==> src/hdl/php_pkg.sv <==
// ----------------------------------------------------------------------------
// PROXY header parser package
// Shared types and constants for the parser core and its byte engine.
// ----------------------------------------------------------------------------
package php_pkg;

  localparam int unsigned MaxTextLine = 108;
  localparam logic [16:0] PosMax      = 17'h1FFFF;

  // Parse modes.
  typedef enum logic [2:0] {
    MODE_START  = 3'd0,
    MODE_V2SIG  = 3'd1,
    MODE_V1SIG  = 3'd2,
    MODE_V2BODY = 3'd3,
    MODE_V1LINE = 3'd4,
    MODE_NONE   = 3'd5,
    MODE_LONG   = 3'd6
  } mode_t;

  // Status codes.
  localparam logic [1:0] ST_OK         = 2'd0;
  localparam logic [1:0] ST_NONE       = 2'd1;
  localparam logic [1:0] ST_INCOMPLETE = 2'd2;
  localparam logic [1:0] ST_BAD_VER    = 2'd3;

  // Configuration register indexes.
  localparam logic [0:0] REG_CMD = 1'd0;
  localparam logic [0:0] REG_FAM = 1'd1;

  // One result item.
  typedef struct packed {
    logic [16:0] consumed_bytes;
    logic [15:0] destination_port;
    logic [15:0] source_port;
    logic [31:0] destination_address;
    logic [31:0] source_address;
    logic        addr_found;
    logic [1:0]  header_version;
    logic [1:0]  status;
  } result_t;

  // Binary signature byte by position.
  function automatic logic [7:0] bin_sig(input logic [3:0] idx);
    logic [7:0] v;
    unique case (idx)
      4'd0, 4'd2, 4'd5: v = 8'h0D;
      4'd1, 4'd3, 4'd6, 4'd11: v = 8'h0A;
      4'd4: v = 8'h00;
      4'd7: v = 8'h51;
      4'd8: v = 8'h55;
      4'd9: v = 8'h49;
      4'd10: v = 8'h54;
      default: v = 8'h00;
    endcase
    return v;
  endfunction

  // Text prefix byte by position.
  function automatic logic [7:0] text_prefix(input logic [2:0] idx);
    logic [7:0] v;
    unique case (idx)
      3'd0: v = "P";
      3'd1: v = "R";
      3'd2: v = "O";
      3'd3: v = "X";
      3'd4: v = "Y";
      default: v = " ";
    endcase
    return v;
  endfunction

  function automatic logic [7:0] tcp4_char(input logic [1:0] idx);
    logic [7:0] v;
    unique case (idx)
      2'd0: v = "T";
      2'd1: v = "C";
      2'd2: v = "P";
      default: v = "4";
    endcase
    return v;
  endfunction

endpackage

==> src/hdl/php_engine.sv <==
// ----------------------------------------------------------------------------
// PROXY header byte engine
// Holds the parse state and advances it by one buffer byte per transaction.
// Produces the result item when the marked last byte arrives.
// ----------------------------------------------------------------------------
module php_engine (
  input  logic              clk,
  input  logic              rst_n,
  input  logic              step,
  input  logic [7:0]        data_byte,
  input  logic              end_of_buffer,
  input  logic [7:0]        reg_cmd,
  input  logic [7:0]        reg_fam,
  output php_pkg::result_t  result
);

  localparam logic [16:0] LastLinePos = 17'(php_pkg::MaxTextLine - 1);

  php_pkg::mode_t mode_r, mode_nxt;
  logic [16:0] pos_r, pos_nxt;
  logic        given_r, given_nxt;
  logic [7:0]  cmd_r, cmd_nxt, fam_r, fam_nxt;
  logic [15:0] blen_r, blen_nxt;
  logic [2:0]  tok_r, tok_nxt;
  logic [6:0]  tcc_r, tcc_nxt;
  logic [16:0] acc_r, acc_nxt;
  logic [1:0]  oct_r, oct_nxt;
  logic [2:0]  odig_r, odig_nxt;
  logic        ferr_r, ferr_nxt;
  logic        pcr_r, pcr_nxt;
  logic [31:0] col_r [4];
  logic [31:0] col_nxt [4];
  logic        lhas_r, lhas_nxt;
  logic [16:0] lcons_r, lcons_nxt;

  // Line character handling: optional CR replay, then current byte.
  logic        lc_en [2];
  logic [7:0]  lc_ch [2];

  always_comb begin
    logic [7:0]  b;
    logic [16:0] p;
    logic        done;
    logic [2:0]  tk;
    logic [1:0]  ci;
    logic        dig;
    logic [16:0] acc10;
    logic [1:0]  k;
    b = data_byte;
    p = pos_r;
    tk = '0; ci = '0; dig = 1'b0; acc10 = '0; k = '0;
    mode_nxt = mode_r; given_nxt = given_r; cmd_nxt = cmd_r; fam_nxt = fam_r;
    blen_nxt = blen_r; tok_nxt = tok_r; tcc_nxt = tcc_r; acc_nxt = acc_r;
    oct_nxt = oct_r; odig_nxt = odig_r; ferr_nxt = ferr_r; pcr_nxt = pcr_r;
    for (int i = 0; i < 4; i++) col_nxt[i] = col_r[i];
    lhas_nxt = lhas_r; lcons_nxt = lcons_r;
    done = 1'b0;
    lc_en[0] = 1'b0; lc_en[1] = 1'b0; lc_ch[0] = 8'h0D; lc_ch[1] = b;

    if (!given_r) begin
      unique case (mode_r)
        php_pkg::MODE_START: begin
          mode_nxt = (b == 8'h0D) ? php_pkg::MODE_V2SIG :
                     (b == "P") ? php_pkg::MODE_V1SIG : php_pkg::MODE_NONE;
        end
        php_pkg::MODE_V2SIG: begin
          if (p >= 17'd12 || b != php_pkg::bin_sig(p[3:0])) mode_nxt = php_pkg::MODE_NONE;
          else if (p == 17'd11) mode_nxt = php_pkg::MODE_V2BODY;
        end
        php_pkg::MODE_V1SIG: begin
          if (p >= 17'd6 || b != php_pkg::text_prefix(p[2:0])) mode_nxt = php_pkg::MODE_NONE;
          else if (p == 17'd5) begin
            mode_nxt = php_pkg::MODE_V1LINE;
            tok_nxt = 3'd1;
          end
        end
        php_pkg::MODE_V2BODY: begin
          if (p == 17'd12) cmd_nxt = b;
          else if (p == 17'd13) fam_nxt = b;
          else if (p == 17'd14) blen_nxt = {b, 8'h00};
          else if (p == 17'd15) blen_nxt = {blen_r[15:8], b};
          else if (p <= 17'd27) begin
            k = (p <= 17'd19) ? 2'd0 : (p <= 17'd23) ? 2'd1 : (p <= 17'd25) ? 2'd2 : 2'd3;
            col_nxt[k] = {col_r[k][23:0], b};
          end
          if (p >= 17'd15 && ({1'b0, p} + 18'd1) == (18'd16 + {2'b0, blen_nxt}))
            given_nxt = 1'b1;
        end
        php_pkg::MODE_V1LINE: begin
          if (pcr_r) begin
            pcr_nxt = 1'b0;
            if (b == 8'h0A && p <= LastLinePos) begin
              done = 1'b1;
              given_nxt = 1'b1;
              lcons_nxt = p + 17'd1;
            end else begin
              lc_en[0] = 1'b1;
            end
          end
          if (!done) begin
            if (p >= LastLinePos) mode_nxt = php_pkg::MODE_LONG;
            else if (b == 8'h0D) pcr_nxt = 1'b1;
            else lc_en[1] = 1'b1;
          end
        end
        default: ;
      endcase
    end

    // Up to two token characters, in order.
    for (int j = 0; j < 2; j++) begin
      if (lc_en[j]) begin
        if (lc_ch[j] == " ") begin
          if (tcc_nxt != 7'd0) begin
            tk = tok_nxt - 3'd1;
            ci = tk[1:0] - 2'd2;
            if (!ferr_nxt && tk >= 3'd1 && tk <= 3'd5) begin
              if (tk == 3'd1) begin
                if (tcc_nxt != 7'd4) ferr_nxt = 1'b1;
              end else if (tk <= 3'd3) begin
                if (odig_nxt == 3'd0 || oct_nxt != 2'd3) ferr_nxt = 1'b1;
                else col_nxt[ci] = {col_nxt[ci][23:0], acc_nxt[7:0]};
              end else begin
                if (acc_nxt[16]) ferr_nxt = 1'b1;
                else col_nxt[ci] = {16'h0, acc_nxt[15:0]};
              end
            end
            tcc_nxt = 7'd0;
          end
        end else begin
          if (tcc_nxt == 7'd0) begin
            if (tok_nxt < 3'd7) tok_nxt = tok_nxt + 3'd1;
            acc_nxt = '0; oct_nxt = '0; odig_nxt = '0;
          end
          tk = tok_nxt - 3'd1;
          ci = tk[1:0] - 2'd2;
          dig = lc_ch[j] >= "0" && lc_ch[j] <= "9";
          acc10 = 17'({acc_nxt, 3'b0} + {acc_nxt, 1'b0}) + 17'(lc_ch[j] - "0");
          if (!ferr_nxt && tk != 3'd0 && tk <= 3'd5) begin
            if (tk == 3'd1) begin
              if (tcc_nxt >= 7'd4 || lc_ch[j] != php_pkg::tcp4_char(tcc_nxt[1:0]))
                ferr_nxt = 1'b1;
            end else if (tk <= 3'd3) begin
              if (dig) begin
                odig_nxt = odig_nxt + 3'd1;
                acc_nxt = acc10;
                if (odig_nxt > 3'd3 || acc10 > 17'd255) ferr_nxt = 1'b1;
              end else if (lc_ch[j] == ".") begin
                if (odig_nxt == 3'd0 || oct_nxt == 2'd3) ferr_nxt = 1'b1;
                else begin
                  col_nxt[ci] = {col_nxt[ci][23:0], acc_nxt[7:0]};
                  oct_nxt = oct_nxt + 2'd1;
                  odig_nxt = 3'd0;
                  acc_nxt = '0;
                end
              end else ferr_nxt = 1'b1;
            end else begin
              if (!dig || tcc_nxt >= 7'd5) ferr_nxt = 1'b1;
              else acc_nxt = acc10;
            end
          end
          if (tcc_nxt < 7'd127) tcc_nxt = tcc_nxt + 7'd1;
        end
      end
    end

    // Close a pending token at end of line.
    if (done) begin
      if (tcc_nxt != 7'd0) begin
        tk = tok_nxt - 3'd1;
        ci = tk[1:0] - 2'd2;
        if (!ferr_nxt && tk >= 3'd1 && tk <= 3'd5) begin
          if (tk == 3'd1) begin
            if (tcc_nxt != 7'd4) ferr_nxt = 1'b1;
          end else if (tk <= 3'd3) begin
            if (odig_nxt == 3'd0 || oct_nxt != 2'd3) ferr_nxt = 1'b1;
            else col_nxt[ci] = {col_nxt[ci][23:0], acc_nxt[7:0]};
          end else begin
            if (acc_nxt[16]) ferr_nxt = 1'b1;
            else col_nxt[ci] = {16'h0, acc_nxt[15:0]};
          end
        end
        tcc_nxt = 7'd0;
      end
      lhas_nxt = (tok_nxt >= 3'd6) && !ferr_nxt;
    end

    pos_nxt = (pos_r < php_pkg::PosMax) ? pos_r + 17'd1 : pos_r;
  end

  // Result from the updated state.
  always_comb begin
    logic has;
    result = '0;
    result.status = php_pkg::ST_NONE;
    has = 1'b0;
    if (mode_nxt == php_pkg::MODE_V2BODY) begin
      if (!given_nxt) result.status = php_pkg::ST_INCOMPLETE;
      else if (cmd_nxt[7:4] != 4'h2) result.status = php_pkg::ST_BAD_VER;
      else begin
        result.status = php_pkg::ST_OK;
        result.header_version = 2'd2;
        result.consumed_bytes = 17'd16 + {1'b0, blen_nxt};
        has = cmd_nxt == reg_cmd && fam_nxt == reg_fam && blen_nxt >= 16'd12;
      end
    end else if (mode_nxt == php_pkg::MODE_V1LINE || mode_nxt == php_pkg::MODE_LONG) begin
      if (given_nxt) begin
        result.status = php_pkg::ST_OK;
        result.header_version = 2'd1;
        result.consumed_bytes = lcons_nxt;
        has = lhas_nxt;
      end else result.status = php_pkg::ST_INCOMPLETE;
    end
    result.addr_found = has;
    if (has) begin
      result.source_address = col_nxt[0];
      result.destination_address = col_nxt[1];
      result.source_port = col_nxt[2][15:0];
      result.destination_port = col_nxt[3][15:0];
    end
  end

  // State update; the marked byte rearms everything.
  always_ff @(posedge clk) begin
    if (!rst_n || (step && end_of_buffer)) begin
      mode_r <= php_pkg::MODE_START; pos_r <= '0; given_r <= 1'b0; cmd_r <= '0;
      fam_r <= '0; blen_r <= '0; tok_r <= '0; tcc_r <= '0; acc_r <= '0; oct_r <= '0;
      odig_r <= '0; ferr_r <= 1'b0; pcr_r <= 1'b0; lhas_r <= 1'b0; lcons_r <= '0;
      for (int i = 0; i < 4; i++) col_r[i] <= '0;
    end else if (step) begin
      mode_r <= mode_nxt; pos_r <= pos_nxt; given_r <= given_nxt; cmd_r <= cmd_nxt;
      fam_r <= fam_nxt; blen_r <= blen_nxt; tok_r <= tok_nxt; tcc_r <= tcc_nxt;
      acc_r <= acc_nxt; oct_r <= oct_nxt; odig_r <= odig_nxt; ferr_r <= ferr_nxt;
      pcr_r <= pcr_nxt; lhas_r <= lhas_nxt; lcons_r <= lcons_nxt;
      for (int i = 0; i < 4; i++) col_r[i] <= col_nxt[i];
    end
  end

endmodule

==> src/hdl/proxy_header_parser_core.sv <==
// A marked byte moves from the input register via the byte engine to the result
// register. Throughput: one byte per cycle; the input register and byte engine
// are refilled in every cycle while the output register can advance.
// Reset: synchronous active-low rst_n clears the parse state, both stages and
// restores the registers to 0x21 and 0x11.
// ----------------------------------------------------------------------------
// PROXY header parser core
// Stream wrapper: input register, byte engine, result register, config port.
// ----------------------------------------------------------------------------
module proxy_header_parser_core (
  input  logic         clk,
  input  logic         rst_n,
  input  logic         in_tvalid,
  output logic         in_tready,
  input  logic [7:0]   in_tdata,   // [7:0] data_byte
  input  logic         in_tlast,   // end_of_buffer
  output logic         out_tvalid,
  input  logic         out_tready,
  // [1:0] status, [3:2] header_version, [4] addr_found, [36:5] source_address,
  // [68:37] destination_address, [84:69] source_port, [100:85] destination_port,
  // [117:101] consumed_bytes, [119:118] zero
  output logic [119:0] out_tdata,
  input  logic         cfg_valid,
  output logic         cfg_ready,
  input  logic         cfg_index,
  input  logic [7:0]   cfg_data
);

  logic [7:0] cmd_r, fam_r;
  logic       iv_r;
  logic [7:0] ib_r;
  logic       il_r;
  logic       ov_r;
  php_pkg::result_t res, ores_r;
  logic       adv;

  assign cfg_ready = 1'b1;

  // Configuration registers.
  always_ff @(posedge clk) begin
    if (!rst_n) begin
      cmd_r <= 8'h21;
      fam_r <= 8'h11;
    end else if (cfg_valid) begin
      unique case (cfg_index)
        php_pkg::REG_CMD: cmd_r <= cfg_data;
        php_pkg::REG_FAM: fam_r <= cfg_data;
        default: ;
      endcase
    end
  end

  // Input stage advances on an unmarked byte, or when the result register can take a result.
  assign adv = iv_r && (!(il_r) || !ov_r || out_tready);
  assign in_tready = !iv_r || adv;

  always_ff @(posedge clk) begin
    if (!rst_n) iv_r <= 1'b0;
    else if (in_tready) iv_r <= in_tvalid;
  end
  always_ff @(posedge clk) begin
    if (in_tready) begin
      ib_r <= in_tdata;
      il_r <= in_tlast;
    end
  end

  php_engine u_engine (
    .clk(clk), .rst_n(rst_n), .step(adv), .data_byte(ib_r), .end_of_buffer(il_r),
    .reg_cmd(cmd_r), .reg_fam(fam_r), .result(res)
  );

  // Result register.
  always_ff @(posedge clk) begin
    if (!rst_n) ov_r <= 1'b0;
    else if (adv && il_r) ov_r <= 1'b1;
    else if (out_tready) ov_r <= 1'b0;
  end
  always_ff @(posedge clk) begin
    if (adv && il_r) ores_r <= res;
  end

  assign out_tvalid = ov_r;
  assign out_tdata = {2'b00, ores_r};

endmodule

==> config.mk <==
export PLATFORM = sky130hd
export DESIGN_NAME = proxy_header_parser_core
export DESIGN_NICKNAME = d
export VERILOG_FILES = /design/src/hdl/php_pkg.sv /design/src/hdl/php_engine.sv /design/src/hdl/proxy_header_parser_core.sv
export SDC_FILE = /design/constraint.sdc
export NUM_CORES = 2
export LEC_CHECK = 0
export BUFFER_PORTS_ARGS = -buffer_cell sky130_fd_sc_hd__buf_2
export CAP_MARGIN = 10
export CORE_UTILIZATION = 25
export CTS_CLUSTER_DIAMETER = 60
export DETAILED_ROUTE_END_ITERATION = 8
export SYNTH_ARGS = -nofsm -noshare
export SYNTH_HDL_FRONTEND = slang
export SYNTH_SLANG_ARGS = --single-unit
==> constraint.sdc <==
create_clock -name clk -period 10.4 [get_ports clk]
set_input_delay 1.04 -clock clk [delete_from_list [all_inputs] [get_ports clk]]
set_output_delay 1.04 -clock clk [all_outputs]
set_load 0.1 [all_outputs]
==> out/results.tsv <==
metric	value	unit
final_util	29.2	%
die_h	346	um
insertion_delay	640	ps
dieArea	119000	um2
dr.pass1.iters	8	
clock_sinks	368	
leakage	0.0123	uW
regArea	9760	um2
critPathRequiredTime	10760	ps
ys_async_sr_fraction	0	%
netlist_instances	3510	
hold_buffers	0	
failed_checks	max-capacitance violations	
post_cts_resized	0	
rows	125	
cts_tree	built	
dp_slack	1070	ps
fill_cells	12474	
critPathTopFamily	simple AND/OR/NAND/NOR gates	
tns	0	ps
vias	31780	
r2r_cells	25	
grtUsageMet3	8.07	%
drt_iter0_markers	4370	
track_usage	26.0	%
synth_cell_types	109	
htreeDepth	2	
path_max_fanout	18	
fin_skew	39.3	ps
rr_startpoint	u_engine.pos_r[0]	
finalHoldViolCount	0	
finalCriticalPeriod	9840	ps
synth_area	29500	um2
max_freq	102	MHz
powerDensity	122	nW/um2
antenna_found_initial	15	
gp_congestion	1.12	
rrSetupSlack	560	ps
power	4150	uW
ys_ff_latch	368	
busiest_layer	met2	
worstPathArrival	10210	ps
slowest_delay	800	ps
start_util	25.3	%
crit_path_top_delay_cell	a211oi_4	
status	finished with violations	
io_pins	146	
worstMarginPinSlew	1480	ps
rsz0062_at_grt	false	
crit_path_end	u_engine.col_r[3][15]	
cap_violations	1	
multi_input_area	18600	um2
postCtsSetupRepairBufs	0	
worst_slack	556	ps
cp_num_cells	25	
routed_wl	161000	um
nets	3680	
ys_warn_count	0	
grt_pass1_vias	29540	
path_clk_slew	60	ps
drc	0	
setup.worst_path.end_class	flip-flop	
cts_max_path_buffers	3	
die_w	346	um
drive_above_1_share	14.9	%
grt_util_met1	33.3	%
timing.final.crit_share	94.7	%
root_buffer	clkbuf_16	
via_per_inst	6.17	
wl_per_cell	31.2	um
grt_overflow	0	
grt_pass1_wl	225000	um
worstHoldPathType	reg2reg	
synth-main-ff-cell	edfxtp_1	
worstSetupPathType	reg2reg	
antenna_left	0	
grt_max_degree	98	
start_kind	flip-flop	
met2_usage	37.6	%
peakVddDrop	86.6	uV
synth_edf_count	239	
syn_area_per_cell	8.41	um2
yosysSeqAreaShare	33.1	%
dp_hpwl	116000	um
crit_start	u_engine.pos_r[0]	
r2r_end	u_engine.col_r[3][15]	
numCtsBuffers	48	
maxSlewHeadroom	0.635	%
maxSlewViolCount	0	
final-setup-viol-count	0	
io_buffers	142	
syn_to_final_growth	15.4	%
cp.buffers_inverters	3	
coreArea	117000	um2
synth_stat cells (21+ instances only):
cell / count / area, um2
nand2_1: 363 / 1360
nor2_1: 393 / 1480
a22oi_1: 27 / 203
buf_2: 30 / 150
o31ai_1: 23 / 173
inv_1: 81 / 304
a31oi_1: 41 / 257
mux2i_1: 164 / 1640
nor3_1: 141 / 706
o211ai_1: 31 / 233
a22o_1: 59 / 517
and3_1: 30 / 188
o22ai_1: 65 / 407
xor2_1: 52 / 455
clkbuf_1: 203 / 762
mux2_2: 29 / 327
nor2b_1: 23 / 144
mux4_2: 48 / 1080
and2_1: 57 / 357
nor4_1: 35 / 219
nand3_1: 120 / 601
a21boi_0: 23 / 173
a21o_1: 25 / 188
ha_1: 61 / 763
a211oi_1: 56 / 420
edfxtp_1: 239 / 7180
xnor2_1: 66 / 578
buf_1: 26 / 97.6
nand4_1: 62 / 388
a21oi_1: 214 / 1070
o21ai_0: 215 / 1080
o2111ai_1: 21 / 184
dfxtp_1: 129 / 2580
worst reg2reg max path, delay by kind of cell, from the launching register on:
kind	cells	cell delay, ps
simple gates	9	3230
compound gates	8	2450
fa+ha+maj	3	1540
buf+inv	3	780
flops	1	730
mux	1	700
xor+xnor	1	180
worst min-delay path by stage:
stage | start | to | depth (start not counted) | slack (ps)
4_1_cts | u_engine.lhas_r | u_engine.lhas_r | 2 | 430
2_1_floorplan | u_engine.lhas_r | u_engine.lhas_r | 2 | 410
3_3_place_gp | u_engine.lhas_r | u_engine.lhas_r | 2 | 420
3_5_place_dp | u_engine.lhas_r | u_engine.lhas_r | 2 | 420
5_1_grt | u_engine.lhas_r | u_engine.lhas_r | 2 | 450
6_report | u_engine.lhas_r | u_engine.lhas_r | 2 | 430
final cells by class:
type | count | share of cell area, %
Antenna cell | 7 | 0.0515
Clock inverter | 30 | 0.934
Sequential cell | 368 | 28.7
Inverter | 88 | 0.992
Timing Repair Buffer | 288 | 5.36
Multi-Input combinational cell | 2790 | 54.6
Clock buffer | 58 | 3.76
Tap cell | 1524 | 5.60
through the flow:
stage / instance area [um2] / cells / hold slack [ps]
6_report: 34000 / 5153 / 430
4_1_cts: 34000 / 5142 / 433
5_1_grt: 34000 / 5147 / 454
3_3_place_gp: 32400 / 5054 / 419
2_1_floorplan: 29500 / 3511 / 407
3_5_place_dp: 32400 / 5054 / 421
state kept, by name (all words and copies together) (netlist names), 2 cells and up, named ones only:
signal and flops:
u_engine.cmd_r 8, u_engine.blen_r 16, cmd_r 8, u_engine.tok_r 3
fam_r 8, u_engine.mode_r 3, u_engine.oct_r 2, u_engine.col_r 112
u_engine.lcons_r 17, out_tdata 118, u_engine.tcc_r 7, u_engine.pos_r 17
u_engine.acc_r 17, u_engine.odig_r 3, u_engine.fam_r 8, ib_r 8
metal layers:
layer  vias up  routed length, um
li1      13388                  -
met1     15399              63700
met2      2389              66200
met3       588              19200
met4        16              11600
met5         -                 93
power by group:
part	total (uW)	internal, uW	switching, uW
registers	1640	1600	44.4
clock network	1700	971	726
logic	810	210	600
cell families (layout without fill, tap and decap cells):
logic type	after synthesis	after routing	share of synthesized area (%)
AO/OA/AOI/OAI	1006	1006	23.1
XOR/XNOR	120	120	3.61
adder cells (fa/ha/maj)	73	73	3.40
buffers and inverters	353	464	4.71
flip-flops	368	368	33.1
multiplexers	243	243	10.4
other	2	10	0.0254
AND/OR/NAND/NOR	1345	1345	21.7
layout by cell type (no fill, tap or decap), types with 23 or more instances in the layout:
master,count
nor2_1,388
nand2_1,362
edfxtp_1,239
a21oi_1,214
o21ai_0,211
mux2i_1,164
buf_4,143
buf_2,142
nor3_1,138
dfxtp_1,129
nand3_1,116
inv_1,80
xnor2_1,66
o22ai_1,65
nand4_1,62
ha_1,61
a22o_1,59
and2_1,55
a211oi_1,53
xor2_1,52
clkbuf_16,49
mux4_2,48
a31oi_1,41
o211ai_1,31
nor4_1,30
mux2_2,29
and3_1,27
a22oi_1,27
a21o_1,25
o31ai_1,23
nor2b_1,23
a21boi_0,23
(Power assumes the default switching activity.)
